## config.mk

```make
export PLATFORM = sky130hd
export DESIGN_NAME = multi_tape_turing_machine_eval_top
export DESIGN_NICKNAME = d
export VERILOG_FILES = /design/src/design/mttm_pkg.sv /design/src/design/mttm_front.sv /design/src/design/mttm_back.sv /design/src/design/multi_tape_turing_machine_eval_top.sv
export SDC_FILE = /design/constraint.sdc
export NUM_CORES = 2
export LEC_CHECK = 0
export BUFFER_PORTS_ARGS = -buffer_cell sky130_fd_sc_hd__buf_2
export CAP_MARGIN = 20
export CORE_ASPECT_RATIO = 1.1
export CORE_UTILIZATION = 60
export DETAILED_ROUTE_END_ITERATION = 8
export PLACE_DENSITY = 0.76
export SYNTH_ARGS = -nofsm -noshare
export SYNTH_HDL_FRONTEND = slang
export SYNTH_SLANG_ARGS = --single-unit
```

## constraint.sdc

```tcl
create_clock -name clk -period 16.1 [get_ports clk]
set_input_delay 0.805 -clock clk [delete_from_list [all_inputs] [get_ports clk]]
set_output_delay 0.805 -clock clk [all_outputs]
set_load 0.1 [all_outputs]
```

## src/design/mttm_pkg.sv

```systemverilog
// Shared constants, operation codes and command type for the multi-tape Turing machine evaluator.
// No dependencies; used by every module of the block.
package mttm_pkg;

    localparam int STATES        = 16;
    localparam int TAPES         = 2;
    localparam int INPUT_BITS    = 16;
    localparam int PAD_BITS      = 64;
    localparam int STEPS_DEFAULT = 256;

    localparam int OP_W      = 2;
    localparam int TBL_AW    = 6;
    localparam int WORD_W    = 8;
    localparam int PAD_AW    = 6;
    localparam int IN_W      = 32;
    localparam int IN_IW     = $clog2(IN_W);
    localparam int STATE_W   = $clog2(STATES);
    localparam int TBL_DEPTH = STATES << TAPES;
    localparam int LOAD_LEN  = INPUT_BITS + PAD_BITS;
    localparam int SRC_W     = 8;
    localparam int QUEUE_DEPTH = 2;

    localparam logic [OP_W-1:0] OP_TABLE = 2'd0;
    localparam logic [OP_W-1:0] OP_PAD   = 2'd1;
    localparam logic [OP_W-1:0] OP_EVAL  = 2'd2;

    typedef enum logic [1:0] {
        CMD_TABLE,
        CMD_PAD,
        CMD_EVAL
    } cmd_kind_t;

    typedef struct packed {
        cmd_kind_t          kind;
        logic [TBL_AW-1:0]  table_index;
        logic [WORD_W-1:0]  table_word;
        logic               pad_tape;
        logic [PAD_AW-1:0]  pad_position;
        logic               pad_bit;
        logic [IN_W-1:0]    input_bits;
    } cmd_t;

endpackage

```

## src/design/mttm_front.sv

```systemverilog
// Front end: accepts items, drops those that do nothing, and queues commands for the back end.
// Depends on mttm_pkg.
module mttm_front (
    input  logic                         clk,
    input  logic                         rst_n,
    input  logic                         push,
    output logic                         full,
    input  logic [mttm_pkg::OP_W-1:0]    operation,
    input  logic [mttm_pkg::TBL_AW-1:0]  table_index,
    input  logic [mttm_pkg::WORD_W-1:0]  table_word,
    input  logic                         pad_tape,
    input  logic [mttm_pkg::PAD_AW-1:0]  pad_position,
    input  logic                         pad_bit,
    input  logic [mttm_pkg::IN_W-1:0]    input_bits,
    output logic                         q_valid,
    output mttm_pkg::cmd_t               q_cmd,
    input  logic                         q_pop
);
    import mttm_pkg::*;

    localparam int QAW = (QUEUE_DEPTH > 1) ? $clog2(QUEUE_DEPTH) : 1;
    localparam int QCW = $clog2(QUEUE_DEPTH + 1);

    cmd_t           entry_reg [QUEUE_DEPTH];
    logic [QAW-1:0] wr_ptr_reg, wr_ptr_next;
    logic [QAW-1:0] rd_ptr_reg, rd_ptr_next;
    logic [QCW-1:0] count_reg, count_next;
    cmd_t           in_cmd;
    logic           keep;
    logic           enq;
    logic           deq;

    always_comb
    begin
        in_cmd.table_index  = table_index;
        in_cmd.table_word   = table_word;
        in_cmd.pad_tape     = pad_tape;
        in_cmd.pad_position = pad_position;
        in_cmd.pad_bit      = pad_bit;
        in_cmd.input_bits   = input_bits;
        in_cmd.kind         = CMD_EVAL;
        keep                = 1'b0;
        unique case (operation)
            OP_TABLE:
            begin
                in_cmd.kind = CMD_TABLE;
                keep        = int'(table_index) < TBL_DEPTH;
            end
            OP_PAD:
            begin
                in_cmd.kind = CMD_PAD;
                keep        = (int'(pad_tape) < TAPES) && (int'(pad_position) < PAD_BITS);
            end
            OP_EVAL:
            begin
                in_cmd.kind = CMD_EVAL;
                keep        = 1'b1;
            end
            default:
            begin
                keep = 1'b0;
            end
        endcase
    end

    assign full    = count_reg == QCW'(QUEUE_DEPTH);
    assign q_valid = count_reg != '0;
    assign q_cmd   = entry_reg[rd_ptr_reg];
    assign enq     = push && !full && keep;
    assign deq     = q_pop && q_valid;

    always_comb
    begin
        wr_ptr_next = wr_ptr_reg;
        rd_ptr_next = rd_ptr_reg;
        count_next  = count_reg;
        if (enq)
        begin
            wr_ptr_next = (int'(wr_ptr_reg) == QUEUE_DEPTH - 1) ? '0 : wr_ptr_reg + QAW'(1);
        end
        if (deq)
        begin
            rd_ptr_next = (int'(rd_ptr_reg) == QUEUE_DEPTH - 1) ? '0 : rd_ptr_reg + QAW'(1);
        end
        if (enq && !deq)
        begin
            count_next = count_reg + QCW'(1);
        end
        else if (deq && !enq)
        begin
            count_next = count_reg - QCW'(1);
        end
    end

    always_ff @(posedge clk or negedge rst_n)
    begin
        if (!rst_n)
        begin
            wr_ptr_reg <= '0;
            rd_ptr_reg <= '0;
            count_reg  <= '0;
        end
        else
        begin
            wr_ptr_reg <= wr_ptr_next;
            rd_ptr_reg <= rd_ptr_next;
            count_reg  <= count_next;
        end
    end

    always_ff @(posedge clk)
    begin
        if (enq)
        begin
            entry_reg[wr_ptr_reg] <= in_cmd;
        end
    end

endmodule

```

## src/design/mttm_back.sv

```systemverilog
// Back end: holds transition table, pad and tape memories, runs the machine and keeps the result register.
// Depends on mttm_pkg.
module mttm_back #(
    parameter int STEPS = mttm_pkg::STEPS_DEFAULT
) (
    input  logic            clk,
    input  logic            rst_n,
    input  logic            q_valid,
    input  mttm_pkg::cmd_t  q_cmd,
    output logic            q_pop,
    output logic            empty,
    input  logic            pop,
    output logic            result_bit
);
    import mttm_pkg::*;

    localparam int TAPE_LEN = ((STEPS + 1) > LOAD_LEN) ? (STEPS + 1) : LOAD_LEN;
    localparam int TAW      = $clog2(TAPE_LEN);
    localparam int LCW      = $clog2(LOAD_LEN + 1);
    localparam int SCW      = $clog2(STEPS + 1);

    typedef enum logic [5:0] {
        S_IDLE  = 6'b000001,
        S_LOAD  = 6'b000010,
        S_START = 6'b000100,
        S_LOOK  = 6'b001000,
        S_EXEC  = 6'b010000,
        S_DONE  = 6'b100000
    } fsm_t;

    logic [WORD_W-1:0] tbl_mem [TBL_DEPTH];
    logic              pad_mem [TAPES][PAD_BITS];
    logic              tape_mem [TAPES][TAPE_LEN];

    fsm_t               fsm_reg, fsm_next;
    logic [LCW-1:0]     cnt_reg, cnt_next;
    logic [SCW-1:0]     step_reg, step_next;
    logic [STATE_W-1:0] mstate_reg, mstate_next;
    logic [TAW-1:0]     head_reg [TAPES];
    logic [TAW-1:0]     head_next [TAPES];
    logic [TAW-1:0]     fill_reg [TAPES];
    logic [TAW-1:0]     fill_next [TAPES];
    logic [TAPES-1:0]   fwd_reg, fwd_next;
    logic [TAPES-1:0]   fbit_reg, fbit_next;
    logic [TAPES-1:0]   rvalid_reg, rvalid_next;
    logic               out_valid_reg, out_valid_next;
    logic [IN_W-1:0]    word_reg, word_next;
    logic               result_reg, result_next;

    logic [WORD_W-1:0]  tbl_q;
    logic [TAPES-1:0]   pad_q;
    logic [TAPES-1:0]   tape_q;

    logic               tbl_we;
    logic               pad_we;
    logic               tape_we;
    logic [TBL_AW-1:0]  tbl_raddr;
    logic [PAD_AW-1:0]  pad_raddr;
    logic [TAW-1:0]     tape_waddr [TAPES];
    logic [TAW-1:0]     tape_raddr [TAPES];
    logic [TAPES-1:0]   tape_wdata;
    logic [TAPES-1:0]   seen;
    logic [TAW-1:0]     step_head [TAPES];
    logic [TAW-1:0]     step_fill [TAPES];
    logic [LCW-1:0]     load_pos;
    logic [TAPES-1:0]   load_bit;
    logic [SRC_W-1:0]   src;

    assign empty      = !out_valid_reg;
    assign result_bit = result_reg;
    assign load_pos   = cnt_reg - LCW'(1);

    always_comb
    begin
        src = '0;
        for (int t = 0; t < TAPES; t++)
        begin
            seen[t] = fwd_reg[t] ? fbit_reg[t] : (rvalid_reg[t] & tape_q[t]);
            src     = SRC_W'(load_pos) + SRC_W'(t * INPUT_BITS);
            if (int'(load_pos) < INPUT_BITS)
            begin
                load_bit[t] = (int'(src) < IN_W) ? word_reg[src[IN_IW-1:0]] : 1'b0;
            end
            else
            begin
                load_bit[t] = pad_q[t];
            end
            if (tbl_q[t])
            begin
                step_head[t] = head_reg[t] + TAW'(1);
            end
            else if (head_reg[t] != '0)
            begin
                step_head[t] = head_reg[t] - TAW'(1);
            end
            else
            begin
                step_head[t] = '0;
            end
            step_fill[t] = (head_reg[t] > fill_reg[t]) ? head_reg[t] : fill_reg[t];
        end
    end

    always_comb
    begin
        fsm_next       = fsm_reg;
        cnt_next       = cnt_reg;
        step_next      = step_reg;
        mstate_next    = mstate_reg;
        head_next      = head_reg;
        fill_next      = fill_reg;
        fwd_next       = fwd_reg;
        fbit_next      = fbit_reg;
        rvalid_next    = rvalid_reg;
        word_next      = word_reg;
        result_next    = result_reg;
        out_valid_next = out_valid_reg && !pop;
        q_pop          = 1'b0;
        tbl_we         = 1'b0;
        pad_we         = 1'b0;
        tape_we        = 1'b0;
        tbl_raddr      = {mstate_reg, seen};
        pad_raddr      = PAD_AW'(cnt_reg - LCW'(INPUT_BITS));
        tape_waddr     = head_reg;
        tape_raddr     = head_reg;
        tape_wdata     = tbl_q[TAPES +: TAPES];

        unique case (fsm_reg)
            S_IDLE:
            begin
                if (q_valid)
                begin
                    q_pop = 1'b1;
                    unique case (q_cmd.kind)
                        CMD_TABLE:
                        begin
                            tbl_we = 1'b1;
                        end
                        CMD_PAD:
                        begin
                            pad_we = 1'b1;
                        end
                        CMD_EVAL:
                        begin
                            word_next = q_cmd.input_bits;
                            cnt_next  = '0;
                            fsm_next  = S_LOAD;
                        end
                        default:
                        begin
                            q_pop = 1'b1;
                        end
                    endcase
                end
            end
            S_LOAD:
            begin
                tape_we    = cnt_reg != '0;
                tape_wdata = load_bit;
                for (int t = 0; t < TAPES; t++)
                begin
                    tape_waddr[t] = TAW'(load_pos);
                end
                cnt_next = cnt_reg + LCW'(1);
                if (int'(cnt_reg) == LOAD_LEN)
                begin
                    for (int t = 0; t < TAPES; t++)
                    begin
                        head_next[t] = '0;
                        fill_next[t] = TAW'(LOAD_LEN - 1);
                    end
                    mstate_next = '0;
                    step_next   = '0;
                    fsm_next    = S_START;
                end
            end
            S_START:
            begin
                for (int t = 0; t < TAPES; t++)
                begin
                    tape_raddr[t] = '0;
                end
                fwd_next    = '0;
                rvalid_next = '1;
                fsm_next    = S_LOOK;
            end
            S_LOOK:
            begin
                fsm_next = S_EXEC;
            end
            S_EXEC:
            begin
                tape_we     = 1'b1;
                mstate_next = tbl_q[2 * TAPES +: STATE_W];
                step_next   = step_reg + SCW'(1);
                for (int t = 0; t < TAPES; t++)
                begin
                    head_next[t]   = step_head[t];
                    fill_next[t]   = step_fill[t];
                    tape_raddr[t]  = step_head[t];
                    fwd_next[t]    = step_head[t] == head_reg[t];
                    fbit_next[t]   = tbl_q[TAPES + t];
                    rvalid_next[t] = step_head[t] <= step_fill[t];
                end
                fsm_next = (step_reg == SCW'(STEPS - 1)) ? S_DONE : S_LOOK;
            end
            S_DONE:
            begin
                if (!out_valid_reg || pop)
                begin
                    out_valid_next = 1'b1;
                    result_next    = mstate_reg[0];
                    fsm_next       = S_IDLE;
                end
            end
            default:
            begin
                fsm_next = S_IDLE;
            end
        endcase
    end

    always_ff @(posedge clk or negedge rst_n)
    begin
        if (!rst_n)
        begin
            fsm_reg       <= S_IDLE;
            cnt_reg       <= '0;
            step_reg      <= '0;
            mstate_reg    <= '0;
            fwd_reg       <= '0;
            fbit_reg      <= '0;
            rvalid_reg    <= '0;
            out_valid_reg <= 1'b0;
            for (int t = 0; t < TAPES; t++)
            begin
                head_reg[t] <= '0;
                fill_reg[t] <= '0;
            end
        end
        else
        begin
            fsm_reg       <= fsm_next;
            cnt_reg       <= cnt_next;
            step_reg      <= step_next;
            mstate_reg    <= mstate_next;
            fwd_reg       <= fwd_next;
            fbit_reg      <= fbit_next;
            rvalid_reg    <= rvalid_next;
            out_valid_reg <= out_valid_next;
            head_reg      <= head_next;
            fill_reg      <= fill_next;
        end
    end

    always_ff @(posedge clk)
    begin
        word_reg   <= word_next;
        result_reg <= result_next;
    end

    always_ff @(posedge clk)
    begin
        if (tbl_we)
        begin
            tbl_mem[q_cmd.table_index] <= q_cmd.table_word;
        end
        tbl_q <= tbl_mem[tbl_raddr];
    end

    always_ff @(posedge clk)
    begin
        if (pad_we)
        begin
            pad_mem[q_cmd.pad_tape][q_cmd.pad_position] <= q_cmd.pad_bit;
        end
        for (int t = 0; t < TAPES; t++)
        begin
            pad_q[t] <= pad_mem[t][pad_raddr];
        end
    end

    always_ff @(posedge clk)
    begin
        for (int t = 0; t < TAPES; t++)
        begin
            if (tape_we)
            begin
                tape_mem[t][tape_waddr[t]] <= tape_wdata[t];
            end
            tape_q[t] <= tape_mem[t][tape_raddr[t]];
        end
    end

endmodule

```

## src/design/multi_tape_turing_machine_eval_top.sv

```systemverilog
// Top level of the multi-tape Turing machine evaluator: front end, command queue and back end.
// Depends on mttm_pkg, mttm_front and mttm_back.
//
//   channel   handshake        payload
//   -------   --------------   -------------------------------------------------------
//   input     push / full      operation, table_index, table_word, pad_tape,
//                              pad_position, pad_bit, input_bits
//   result    empty / pop      result_bit (one per evaluate item)
//
// Table and pad writes are made in the back end's idle state as each is taken. An evaluate
// item loads INPUT_BITS + PAD_BITS cells per tape, one cell after another, then runs STEPS
// steps, each paced by the tape read feeding the table read.
// Tapes are never swept clean: a per-tape fill mark makes untouched cells read zero.
// Reset clears queue, sequencer and result flag; memories keep their contents.
// Up to two items queue ahead of the back end; a waiting result holds only the sequencer.
module multi_tape_turing_machine_eval_top #(
    parameter int STEPS = mttm_pkg::STEPS_DEFAULT
) (
    input  logic                         clk,
    input  logic                         rst_n,
    input  logic                         push,
    output logic                         full,
    input  logic [mttm_pkg::OP_W-1:0]    operation,
    input  logic [mttm_pkg::TBL_AW-1:0]  table_index,
    input  logic [mttm_pkg::WORD_W-1:0]  table_word,
    input  logic                         pad_tape,
    input  logic [mttm_pkg::PAD_AW-1:0]  pad_position,
    input  logic                         pad_bit,
    input  logic [mttm_pkg::IN_W-1:0]    input_bits,
    output logic                         empty,
    input  logic                         pop,
    output logic                         result_bit
);
    import mttm_pkg::*;

    logic q_valid;
    logic q_pop;
    cmd_t q_cmd;

    mttm_front u_front (
        .clk          (clk),
        .rst_n        (rst_n),
        .push         (push),
        .full         (full),
        .operation    (operation),
        .table_index  (table_index),
        .table_word   (table_word),
        .pad_tape     (pad_tape),
        .pad_position (pad_position),
        .pad_bit      (pad_bit),
        .input_bits   (input_bits),
        .q_valid      (q_valid),
        .q_cmd        (q_cmd),
        .q_pop        (q_pop)
    );

    mttm_back #(
        .STEPS (STEPS)
    ) u_back (
        .clk        (clk),
        .rst_n      (rst_n),
        .q_valid    (q_valid),
        .q_cmd      (q_cmd),
        .q_pop      (q_pop),
        .empty      (empty),
        .pop        (pop),
        .result_bit (result_bit)
    );

endmodule

```

After elaboration in Yosys (flattened, before gate mapping)
Memory sizes are Yosys's and may differ from the RTL's. A register that Yosys moved wholly into a read port is not among the register bits.
Cells that the tools add are included.
- register bits: 110
- RAM bits: 1266
- input port bits: 60
- memories: 4
- memories (memory ; words ; bits a word ; rd ports ; clocked after memory_dff ; write ports ; line ; source):
    u_back.tape_mem ; 2 ; 257 ; 2 ; 0 ; 2 ; mttm_back.sv:33 ; logic tape_mem [TAPES][TAPE_LEN];
    u_back.tbl_mem ; 64 ; 8 ; 1 ; 1 ; 1 ; mttm_back.sv:31 ; logic [WORD_W-1:0] tbl_mem [TBL_DEPTH];
    u_back.pad_mem ; 2 ; 64 ; 2 ; 0 ; 1 ; mttm_back.sv:32 ; logic pad_mem [TAPES][PAD_BITS];
    u_front.entry_reg ; 2 ; 56 ; 1 ; 0 ; 1 ; mttm_front.sv:24 ; cmd_t entry_reg [QUEUE_DEPTH];
- $add $sub $neg: 13
- order comparisons: 18
- equality and inequality tests: 19
- muxes and demuxes: 82
- bitwise operators: 8
- reductions and logical operators: 31
- operators by type and width (operator ; count):
    $mux W257 ; 2
    $pmux W18 S2 ; 3
    $mux W64 ; 1
    $mux W9 ; 7
    $mux W18 ; 3
    $ge A10 B10 Y1 const B ; 4
    $not A9 Y10 ; 4
    $mux W1 ; 38
    $pmux W6 S6 ; 1
    $mux W6 ; 5
    $add A9 B1 Y9 const B ; 3
    $lt A10 B1 Y1 const B ; 2
    $bmux W1 S9 ; 2
    $demux W1 S9 ; 2
    $eq A9 B9 Y1 ; 2
    $gt A9 B9 Y1 ; 2
    $le A9 B9 Y1 ; 2
    $pmux W9 S2 ; 1
    $reduce_bool A9 Y1 ; 2
    $sub A9 B1 Y9 const B ; 2
    $ge A7 B7 Y1 const B ; 2
    $mux W7 ; 2
    $not A6 Y7 ; 2
    $pmux W7 S2 ; 1
    43 further kinds ; 76

Depth between registers and ports, before layout
- depth in word-level cells: 8
- gate-level depth with buffers: 25
- gate-level depth less buffers: 23

Modules after synthesis
From an unflattened synthesis, not the netlist that was laid out.
- cell total of the unflattened synthesis: 4139
- area total of the unflattened synthesis: 60086.4 um^2
- by module, submodules not included (module ; instances ; cells each ; area an instance (um^2) ; seq. area each (um^2)):
    mttm_back ; 1 ; 3943 ; 55709.7 ; 37612.3
    mttm_front ; 1 ; 196 ; 4376.7 ; 3463.3

Worst setup path before layout
No wires, ideal clock.
- path kind: reg-to-reg
- start point: register u_back.cnt_reg[0]
- end point: memory u_back.tape_mem[0][257] (netlist name), data pin
- library setup time: 2194 ps
- data arrival time: 12422 ps
- path slack: 1484 ps
- cell stages (with the launch flop): 10
- buffers on the path: 3
- clock period less this slack: 14616 ps
- path through: dfrtp_1 > clkbuf_1 > clkbuf_1 > inv_1 > ha_1 > clkbuf_1 > mux4_2 > mux4_2 > a31oi_1 > o21ai_0
- RTL lines (element ; line ; source):
    start: declaration ; mttm_back.sv:36 ; logic [LCW-1:0] cnt_reg, cnt_next;
    start signal: assignment ; mttm_back.sv:244 ; cnt_reg <= cnt_next;
    end: declaration ; mttm_back.sv:33 ;

Final worst setup path
- start point: register u_back.head_reg[9] (netlist name)
- end point: register u_back.tape_q[0]
- word-level cells in the longest chain between the ends: 8
- elaborated cells on any way between the ends: 10
- classes of those cells: add/sub: 2; mux: 6; bitwise: 1; reduce/logical: 1
- RTL lines (element ; line ; source):
    start: declaration ; mttm_back.sv:39 ; logic [TAW-1:0] head_reg [TAPES];
    start signal: assignment ; mttm_back.sv:251 ; head_reg <= head_next;
    $sub A9 B1 Y9 / $reduce_bool A9 Y1 (equally long branches) ; mttm_back.sv:94, mttm_back.sv:92 ;
    $mux W9 ; mttm_back.sv:92 ; else if (head_reg[t] != '0)
    $mux W9 ; mttm_back.sv:88 ; if (tbl_q[t])
    $pmux W18 S2 (*) ; mttm_back.sv:128 ; unique case (fsm_reg)
    $not A9 Y10 (implied by the code) (*) ; mttm_back.sv:291 ; tape_q[t] <= tape_mem[t][tape_raddr[t]];
    $bmux W1 S9 (*) ; mttm_back.sv:291 ;
    $mux W1 (implied by the code) (*) (2 in series) ; mttm_back.sv:291 ;
    end signal: indexed assignment ; mttm_back.sv:291 ;
    end: declaration ; mttm_back.sv:52 ; logic [TAPES-1:0] tape_q;
Every way passes the cells marked *; elsewhere a longest branch is shown, timed or not. The select of a mux whose other input is x is not followed.
A chain may end at the register's enable or synchronous reset.

==> summary.md <==
| Metric | Value |
|---|---|
| Share of cells above drive strength 1 | `0.1495` |
| Non-Filler Instances | `5,534` |
| Diode count | `0` |
| Clock buffer depth | `3` |
| Post-synthesis cell count | `4,148` |
| Largest net degree at the start of global routing | `144` |
| Ys flop type | `edfxtp_1` |
| Antenna violations before repair | `1` |
| Arr. time, crit path | `5830 ps` |
| Area delta synth->final | `9.629%` |
| RSZ-0062 raised after global routing | `false` |
| Core footprint | `97,890 um2` |
| Synth area leader | `edfxtp_1` |
| Post-DR wirelength/cell | `~26 um` |
| Slew HR | `0.2007` |
| Vias in the first global route | `35,179` |
| Worst EP required | `16,740 ps` |
| Final min period | `5185 ps` |
| Asr flop ratio synth | `0.05275` |
| DRC Markers | `0` |
| Placed cells | `5,283` |
| Drt pass-1 iters | `7` |
| Distinct cells, synth | `~80` |
| Hpwl dp | `about 80,000 um` |
| DR vias/cell | `6.495` |
| Synth top area share | `0.6540` |
| CP Capture Type | `register` |
| Total wire length | `141,200 um` |
| FF+latch count, synth | `1,384` |
| R2R depth | `13` |
| All-Layer GR Usage | `0.2830` |
| Slew Limit Fails | `0` |
| Final nets | `around 4,300` |
| Final hold violation count | `0` |
| Most frequent cell after synthesis | `edfxtp_1` |
| Worst-margin pin slew | `between 1000 and 1500 ps` |
| Final clock skew | `34.64 ps` |
| Reg-to-reg slack, setup | `10,910 ps` |
| Largest cells by area after synthesis | `edfxtp_1 65%, mux4_2 9.4%, nor2_1 5.0%, nand2_1 3.1%, dfrtp_1 3.0%` |
| Final setup vio count | `0` |
| Crit-path max FO | `54` |
| Buffers on Ports | `62` |
| Max Cap Violations | `0` |
| Starting DRT DRC Count | `4,572` |
| Gr ovfl total | `0` |
| Fin area | `65,390 um2` |
| Worst hold path type | `input port to register` |
| PwrDens | `126.1 nW/um2` |
| TNS Setup | `0 ps` |
| Max Clk Rate | `192.9 MHz` |
| CTS sink cnt | `1,384` |
| Number of flops mapped to enable cells by yosys | `1,299` |
| Setup CP Type | `register to register` |
| Final ANT Viol Nets | `0` |
| Placed Area | `61,030 um2` |
| Initial Util | `0.6093` |
| Final core utilization | `0.6679` |
| GP Congestion | `roughly 0.91` |
| TritonCTS clock tree | `done` |
| Global-route wire length before repair | `between 200,000 and 250,000 um` |
| Most frequent cells after synthesis | `1,299 x edfxtp_1, 789 x nor2_1, 490 x nand2_1` |
| Syn nets | `4,260` |
| Die height | `332.7 um` |
| Ports | `63` |
| Hold slack | `222.3 ps` |
| Max reg flops | `514` |
| Worst-Skew Late Latency | `780 ps` |
| CTS buffer count | `138` |
| Clk root buf | `clkbuf_16` |
| Syn_area_per_cell | `14.38 um2` |
| Max IR drop VDD | `199.3 uV` |
| Status | `finished, final reports clean` |
| Worst-path clk slew | `60 ps` |
| DIE AREA | `approximately 100,000 um2` |
| Post-synthesis sequential area ratio | `0.6887` |
| Via count | `35,945` |
| Final cycle utilization of the critical path | `0.3221` |
| R2r startpoint | `u_back.head_reg[9]$_DFFE_PN0P_` |
| Lkg Pwr | `21.17 nW` |
| CP Launch Type | `register` |
| Width of the die | `302.6 um` |
| Mapped cell area | `59,640 um2` |
| Critical Path Start | `u_back.head_reg[9]$_DFFE_PN0P_` |
| Rows | `120` |
| End of the critical path | `u_back.tape_q[0]$_DFF_P_` |
| H-tree depth | `4` |
| Syn. warnings | `0` |
| FF-to-FF End | `u_back.tape_q[0]$_DFF_P_` |
## layer usage
| layer | track usage | vias up | wire length [um] |
|---|---|---|---|
| met2 | 0.4654 | 1971 | 70840 |
| met3 | 0.04664 | 332 | 12220 |
| met4 | 0.1062 | 2 | 4731 |
| met1 | 0.3816 | 18104 | 53390 |
| li1 | - | 15536 | - |
| met5 | 0 | - | 11 |
## final cells by class
cell class                      count  area, um2
Sequential cell                  1384      41080
Multi-Input combinational cell   2439      17400
Timing Repair Buffer              121      795.8
Clock inverter                     65      626.9
Tap cell                         1281       1603
Inverter                           65      244.0
Fill cell                        6647      32510
Clock buffer                      179       3637
## worst max-delay path, cell delays in order, from the launching register on
cell	delay [ps]
dfrtp_1	540
inv_1	260
ha_1	220
or4b_1	530
nor3_1	580
o31a_4	670
buf_4	710
mux4_2	590
nand2_1	80
o31ai_1	70
a32o_1	230
o41a_1	310
a31oi_1	140
o211ai_1	110
## per-stage QoR
step	setup slack (ps)	power [mW]
floorplan	1484	4.968
global placement	11050	5.209
detailed placement	10960	5.240
CTS	10900	8.262
global route	10620	8.455
finish	10910	8.248
## kinds of logic after synthesis
logic type,count (synthesis),share of synthesized area
AOI/OAI and AO/OA,360,0.04271
xor gates and xnor gates,24,0.003524
adders and majority gates,52,0.01091
buffers and inverters,325,0.02196
DFF,1384,0.6887
muxes,403,0.1210
and+or+nand+nor,1600,0.1112
## power by group
group | internal, mW | switching (mW)
combinational | 0.239 | 0.620
clock | 1.68 | 1.38
sequential | 4.28 | 0.0433
total | 6.20 | 2.05
## worst min path at each step
stage,depth (start not counted),endpoint,from
global placement,2,u_back.mstate_reg[2]$_DFFE_PN0P_,u_back.tbl_q[6]$_DFF_P_
floorplan,2,u_back.mstate_reg[0]$_DFFE_PN0P_,u_back.tbl_q[4]$_DFF_P_
detailed placement,2,u_back.mstate_reg[2]$_DFFE_PN0P_,u_back.tbl_q[6]$_DFF_P_
finish,1,u_front.entry_reg[0][44]$_DFFE_PP_,table_word[4]
global route,1,u_front.entry_reg[0][42]$_DFFE_PP_,table_word[2]
CTS,1,u_front.entry_reg[1][42]$_DFFE_PP_,table_word[2]
## cells in the final DEF (no fill, tap or decap), drive strengths merged, types with 12 or more instances in the layout
cell	count
o21a	28
nand2	490
and3	26
o32ai	13
mux4	250
o22ai	17
dfxtp	12
nor2b	14
a311oi	14
nor2	789
nand2b	21
nand4	26
o21ai	79
edfxtp	1299
mux2	44
nor3	18
inv	71
xor2	12
buf	118
xnor2	12
a32o	12
nand3	157
a31oi	25
a21oi	48
dfrtp	72
clkbuf	181
mux2i	109
clkinv	52
a211oi	16
ha	52
and2	16
## repair_timing
item                      4_1_cts  5_1_grt
hold buffers                    1        0
hold endpoints to repair        9        0
gates resized for setup         0        0
buffers inserted                0        0
Note: power is estimated with default switching activity, not from simulation.
